[config.mk]
export PLATFORM = sky130hd
export DESIGN_NAME = flconv_cell
export DESIGN_NICKNAME = d
export VERILOG_FILES = /design/src/sv/flconv_pkg.sv /design/src/sv/flconv_cell.sv
export SDC_FILE = /design/constraint.sdc
export NUM_CORES = 1
export LEC_CHECK = 0
export BUFFER_PORTS_ARGS = -buffer_cell sky130_fd_sc_hd__buf_2
export CORE_ASPECT_RATIO = 0.75
export CORE_UTILIZATION = 40
export CTS_BUF_LIST = sky130_fd_sc_hd__clkbuf_16
export CTS_CLUSTER_DIAMETER = 30
export DETAILED_ROUTE_END_ITERATION = 10
export REMOVE_ABC_BUFFERS = 1
export SYNTH_ARGS = -nofsm -noshare
export SYNTH_HDL_FRONTEND = slang
export SYNTH_SLANG_ARGS = --single-unit
[constraint.sdc]
create_clock -name clk -period 9.95 [get_ports clk]
set_clock_uncertainty 0.2 [all_clocks]
set_input_delay 0.4975 -clock clk [delete_from_list [all_inputs] [get_ports clk]]
set_output_delay 0.4975 -clock clk [all_outputs]
set_load 0.03 [all_outputs]
[src/sv/flconv_pkg.sv]
package flconv_pkg;

    // Fixed field widths of the item and result payloads.
    localparam int TAP_W       = 16;
    localparam int SAMPLE_BITS = 16;
    localparam int RESULT_W    = 38;
    localparam int IDX_W       = 5;
    localparam int COUNT_W     = 6;

    // Default number of cells in the chain.
    localparam int TAPS_DEFAULT = 32;

    // Item modes.
    localparam logic MODE_TAP    = 1'b0;
    localparam logic MODE_SAMPLE = 1'b1;

    typedef struct packed {
        logic                          mode;
        logic [IDX_W-1:0]              tap_index;
        logic signed [TAP_W-1:0]       tap_value;
        logic signed [SAMPLE_BITS-1:0] sample;
        logic                          last;
    } item_t;

    typedef struct packed {
        logic signed [RESULT_W-1:0] result;
        logic                       result_last;
    } res_t;

    // Controls shared by every cell of the chain.
    typedef struct packed {
        logic shift;
        logic clear;
    } cell_ctl_t;

endpackage

[src/sv/flconv_cell.sv]
module flconv_cell (
    input  logic                                          clk,
    input  logic                                          rst_n,
    input  flconv_pkg::cell_ctl_t                         ctl,
    input  logic                                          tap_we,
    input  logic signed [flconv_pkg::TAP_W-1:0]           tap_wdata,
    input  logic signed [flconv_pkg::SAMPLE_BITS-1:0]     smp_in,
    input  logic                                          mac_en,
    input  logic signed [flconv_pkg::RESULT_W-1:0]        psum_in,
    output logic signed [flconv_pkg::SAMPLE_BITS-1:0]     smp_out,
    output logic signed [flconv_pkg::RESULT_W-1:0]        psum_out
);
    import flconv_pkg::*;

    localparam int PROD_W = TAP_W + SAMPLE_BITS;

    logic signed [TAP_W-1:0]       tap_reg;
    logic signed [TAP_W-1:0]       tap_next;
    logic signed [SAMPLE_BITS-1:0] smp_reg;
    logic signed [SAMPLE_BITS-1:0] smp_next;
    logic signed [RESULT_W-1:0]    psum_reg;
    logic signed [RESULT_W-1:0]    psum_next;
    logic signed [PROD_W-1:0]      prod;
    logic signed [RESULT_W-1:0]    prod_ext;

    assign tap_next = tap_we ? tap_wdata : tap_reg;

    always_comb
    begin
        if (ctl.clear)
        begin
            smp_next = '0;
        end
        else if (ctl.shift)
        begin
            smp_next = smp_in;
        end
        else
        begin
            smp_next = smp_reg;
        end
    end

    // The partial sum moves one cell to the right each cycle.
    assign prod      = tap_reg * smp_reg;
    assign prod_ext  = RESULT_W'(prod);
    assign psum_next = psum_in + (mac_en ? prod_ext : RESULT_W'(0));

    always_ff @(posedge clk or negedge rst_n)
    begin
        if (!rst_n)
        begin
            tap_reg <= '0;
            smp_reg <= '0;
        end
        else
        begin
            tap_reg <= tap_next;
            smp_reg <= smp_next;
        end
    end

    always_ff @(posedge clk)
    begin
        psum_reg <= psum_next;
    end

    assign smp_out  = smp_reg;
    assign psum_out = psum_reg;

endmodule

==> summary.txt, run 1 <==
Slew @ Worst Pin: 0.921 ns
number of hold violations in the final report: 0
max reg flops: 38
Via density: 5.05
Final Cycle Share: 0.918
Initial Utilization: 0.410
TritonCTS clock tree: built
Pwr Total: 4770 uW
post-CTS setup repair buffer count: 0
total global routing overflow: 0
H-tree levels: 3
Port Buffers: 129
worst r2r src: smp_out[7]
Remaining DRCs: 0
Chip Height: 163 um
DR pass1 iterations: 5
GPL Wtd Cong: 0.881
fillers: 3355
WL/cell: 17.3 um
drt first-iter violations: 559
first-pass GRT wire length: 58.6 mm
worst path required time: 10.05 ns
EDFF count, synth: 0
Final setup viols: 0
worst rel slew slack: 0.386
num rows: 58
worst reg-to-reg path cell count: 32
worst min path class: input port to asynchronous set/reset pin
CP delay by family, top: adder cells
critical path type: register to register
ratio of cells with drive above 1 in the final layout: 0.110
Max-Cap Viols: 0
post-layout minimum cycle time: 9.13 ns
area growth from synthesis to layout: 9.77%
Top cell by count, worst path: fa_1
CORE AREA: 33800 um^2
hold buffer count at CTS: 0
final wirelength: 35.6 mm
vias in the first global route: 10892
Worst-path clk slew: 0.07 ns
gr usage total: 0.215
Seq/Total Area, Yosys: 0.113
syn avg cell area: 9.19 um^2
RSZ-0062 raised after global routing: no
Max Buffers Root-to-Sink: 2
Final Slew Violations: 0
via count: 10421
CTS resizes: 0
Skew-Pair Late Insertion Delay: 0.36 ns
Primary FF master, synth: dfxtp_1
Yosys reg bits: 70
peak supply drop: 0.348 mV
die width: 217 um
R2R Setup Slk: 0.82 ns
Critical Path Sink Type: register
Cells after Synth: 1508
CP max stage delay: 0.87 ns
Mapped Area: 13900 um^2
crit path max fanout: 18
initial antenna violation count: 1
CTS root buf: clkbuf_16
Die ar.: 35400 um^2
crit path max-delay cell type: dfrtp_1
status: finished, final reports clean
antenna-violating nets left: 0
asr flop ratio synth: 0.457
leakage: 0.00781 uW
Final TNS setup: 0 ns
post-DP HPWL: 29.3 mm
Startpoint Class: register
synth unique cells: 65
Buf/Inv on CP: 5
fmax: 109 MHz
PD cells: 314 nW/um^2
final net count: 2064
largest net degree at the start of global routing: 37
reg-to-reg endpoint: psum_out[36]
Clock Sink Count: 70
Crit path arrival time: 9.24 ns
CTS Buf Count: 9
Yosys warning total: 0
I/O pin cnt: 130
-- placed cells by master (no fill, tap or decap), types with 7 or more instances in the layout --
cell / n
inv_1: 304
fa_1: 263
nand2_1: 158
and2_1: 135
buf_2: 129
ha_1: 119
nor2_1: 64
a21oi_1: 57
xnor2_1: 40
dfxtp_1: 38
o21ai_0: 34
dfrtp_1: 32
mux2i_1: 17
nand2b_1: 16
xor2_1: 16
mux2_2: 16
o21a_1: 15
nor3_1: 14
a21o_1: 14
nor2b_1: 11
o21bai_1: 10
clkbuf_16: 9
o211ai_1: 8
a211oi_1: 7
and3_1: 7
a31oi_1: 7
-- stage by stage --
stage | cell area [um^2] | util | cells | worst slack [ns] | hold WS (ns)
6_report | 15200 | 0.450 | 2062 | 0.816 | 0.0628
2_1_floorplan | 13700 | - | 1462 | 1.96 | 0.00191
4_1_cts | 15200 | 0.450 | 2061 | 0.894 | 0.0863
3_3_place_gp | 14900 | 0.441 | 2045 | 0.980 | 0.478
5_1_grt | 15200 | 0.450 | 2062 | 0.338 | 0.119
3_5_place_dp | 14900 | 0.441 | 2045 | 0.933 | 0.489
-- metal layers --
metal / vias to the layer above / share of wire / GRT usage
met5: - / 0 / 0
met4: 0 / 0.016 / 0.0522
met3: 38 / 0.044 / 0.0320
met2: 217 / 0.47 / 0.348
met1: 5304 / 0.47 / 0.303
li1: 4862 / - / -
-- how the worst max path moves through the flow --
stage / depth (start not counted) / slack (ns) / endpoint / from
global route: 30 / 0.34 / psum_out[37] / smp_out[1]
detailed placement: 32 / 0.93 / psum_out[36] / smp_out[7]
floorplan: 30 / 1.96 / psum_out[37] / smp_out[1]
global placement: 30 / 0.98 / psum_out[37] / smp_out[1]
CTS: 32 / 0.89 / psum_out[36] / smp_out[7]
finish: 32 / 0.82 / psum_out[36] / smp_out[7]
-- logic make-up after synthesis --
| family | after synthesis | share of synthesized area |
|---|---|---|
| multiplexers | 33 | 0.0253 |
| buffers and inverters | 350 | 0.0948 |
| flip-flops | 70 | 0.113 |
| XOR/XNOR | 57 | 0.0371 |
| adder cells (fa/ha/maj) | 382 | 0.488 |
| AND/OR/NAND/NOR | 433 | 0.156 |
| AO/OA/AOI/OAI | 183 | 0.0865 |
-- power breakdown --
| group | leakage (uW) | total (uW) | internal (uW) | switching, uW |
|---|---|---|---|---|
| clock | 0.000139 | 335 | 174 | 161 |
| combinational | 0.00696 | 3960 | 1690 | 2270 |
| sequential | 0.000720 | 484 | 400 | 84.3 |
| total | 0.00781 | 4770 | 2260 | 2510 |
-- cell type report --
cell class	count	area, um^2	share of cell area
Antenna cell	1	2.50	0.000165
Clock buffer	9	225	0.0148
Clock inverter	7	60.1	0.00395
Inverter	304	1140	0.0750
Multi-Input combinational cell	1088	11000	0.722
Sequential cell	70	1560	0.103
Tap cell	450	563	0.0370
Timing Repair Buffer	133	676	0.0444
-- cell usage after synthesis, types with 6 or more instances --
cell | instances | share of area
a211oi_1 | 7 | 0.0038
a21o_1 | 14 | 0.0076
a21oi_1 | 57 | 0.021
a31oi_1 | 7 | 0.0032
and2_1 | 135 | 0.061
and3_1 | 7 | 0.0032
clkbuf_1 | 42 | 0.011
dfrtp_1 | 32 | 0.058
dfxtp_1 | 38 | 0.055
fa_1 | 263 | 0.38
ha_1 | 119 | 0.11
inv_1 | 304 | 0.082
mux2_2 | 16 | 0.013
mux2i_1 | 17 | 0.012
nand2_1 | 158 | 0.043
nand2b_1 | 16 | 0.0072
nand3_1 | 6 | 0.0022
nor2_1 | 64 | 0.017
nor2b_1 | 11 | 0.0050
nor3_1 | 14 | 0.0051
o211ai_1 | 8 | 0.0043
o21a_1 | 15 | 0.0081
o21ai_0 | 34 | 0.012
o21bai_1 | 10 | 0.0054
xnor2_1 | 40 | 0.025
xor2_1 | 16 | 0.010
No activity file was read; power rests on OpenSTA's default activity.
==> run 2: changes to the inputs <==
Settings changed: CORE_UTILIZATION 40 to 45.
==> run 2 against run 1 <==
Against the previous run:
- via count decreased by 0.98%
- critical path type unchanged
- first-iteration DRC count up 16%
- clock-buffer cell count stayed put
- critical endpoint is now psum_out[37]
- maximum frequency increased by 0.30%
- largest cell class unchanged
- utilization rose by 5.1 points
- flip-flop and latch count stayed put
- setup slack improved by 0.027 ns
- routed wire length fell by 4.3%
- combinational power about the same
==> summary.txt, run 2 (synthesized netlist as in run 1, its figures left out) <==
antenna-violating nets left: 0
Crit path arrival time: 9.15 ns
Initial Utilization: 0.459
Max Buffers Root-to-Sink: 2
storage element area: 1560 um^2
ratio of cells with drive above 1 in the final layout: 0.109
final net count: 2063
largest net degree at the start of global routing: 37
final std cell area, no fill: 15100 um^2
Final Cycle Share: 0.915
GPL Wtd Cong: 0.893
RSZ-0062 raised after global routing: no
Remaining DRCs: 0
commonest non-fill, non-tap cell in the layout: inv_1
worst rel slew slack: 0.219
Max-Cap Viols: 0
num rows: 55
initial antenna violation count: 1
Die ar.: 31500 um^2
Worst-path clk slew: 0.07 ns
critical path type: register to register
DR pass1 iterations: 7
final wirelength: 34.1 mm
drt first-iter violations: 649
status: finished, final reports clean
WL/cell: 16.9 um
peak supply drop: 0.283 mV
worst path required time: 9.99 ns
via count: 10319
Via density: 5.13
crit path max fanout: 18
most frequent cells in the layout: 304 x inv_1, 263 x fa_1, 158 x nand2_1
Startpoint Class: register
CP max stage delay: 0.75 ns
CTS resizes: 0
vias in the first global route: 10878
H-tree levels: 3
Slew @ Worst Pin: 1.14 ns
fmax: 110 MHz
total global routing overflow: 0
gr usage total: 0.236
area growth from synthesis to layout: 9.28%
post-CTS setup repair buffer count: 0
first-pass GRT wire length: 57.8 mm
Final Slew Violations: 0
TritonCTS clock tree: built
number of hold violations in the final report: 0
leakage: 0.00782 uW
max reg flops: 38
post-DP HPWL: 28.4 mm
post-layout minimum cycle time: 9.11 ns
crit path max-delay cell type: fa_1
multi-input logic area: 11000 um^2
CORE AREA: 30200 um^2
Chip Height: 154 um
CTS Buf Count: 9
Critical Path Sink Type: register
placed cell areas: 14800 um^2
Port Buffers: 129
Final setup viols: 0
fillers: 2908
hold buffer count at CTS: 0
Top cell by count, worst path: fa_1
I/O pin cnt: 130
die width: 205 um
Final TNS setup: 0 ns
worst min path class: input port to asynchronous set/reset pin
CTS root buf: clkbuf_16
Skew-Pair Late Insertion Delay: 0.37 ns
Clock Sink Count: 70
PD cells: 315 nW/um^2
==> run 2: where the power goes <==
part | total, uW | switching (uW) | internal [uW]
Clock | 333 | 158 | 175
Sequential | 483 | 83.5 | 400
Combinational | 3950 | 2260 | 1690
Total | 4770 | 2500 | 2260
==> run 2: path summary, 6_finish.rpt <==
path | start | end | slack (ns) | cells after the start
worst max-delay path | smp_out[1] | psum_out[37] | 0.84 | 30
worst min-delay path | rst_n | tap_reg[0] | 0.05 | 1
worst max register to register | smp_out[1] | psum_out[37] | 0.84 | 30
worst min register to register | smp_out[15] | smp_out[15] | 0.51 | 3
max in group asynchronous | rst_n | tap_reg[15] | 8.95 | 1
min in group clk | tap_wdata[5] | tap_reg[5] | 0.16 | 2
==> run 2: final cells by class <==
cell class,count,share of cell area
Sequential cell,70,0.103
Clock inverter,7,0.00421
Timing Repair Buffer,132,0.0441
Inverter,304,0.0754
Multi-Input combinational cell,1088,0.725
Clock buffer,9,0.0149
Tap cell,399,0.0330
Antenna cell,1,0.000165
==> run 2: metrics by stage <==
step	utilization	total power (uW)	std cells	setup slack, ns	hold slack [ns]
floorplan	-	3530	1462	1.96	0.00191
global placement	0.491	4400	1993	0.980	0.455
detailed placement	0.491	4430	1993	0.973	0.458
CTS	0.501	4810	2009	0.872	0.0599
global route	0.501	5320	2010	0.213	0.103
finish	0.501	4770	2010	0.842	0.0498
==> run 2: worst max-delay path, delay by kind of cell, from the launching register on <==
family	cells	cell delay (ns)
AO/OA/AOI/OAI	11	2.44
buffers and inverters	5	0.64
XOR/XNOR	2	0.39
AND/OR/NAND/NOR	4	0.74
flip-flops	1	0.66
adder cells (fa/ha/maj)	8	3.91
==> run 2: metal layers <==
| metal | share of wire | GRT usage | vias to the layer above |
|---|---|---|---|
| met5 | 0 | 0 | - |
| met4 | 0.015 | 0.0483 | 0 |
| met3 | 0.037 | 0.0271 | 27 |
| met2 | 0.47 | 0.367 | 175 |
| met1 | 0.48 | 0.352 | 5264 |
| li1 | - | - | 4853 |
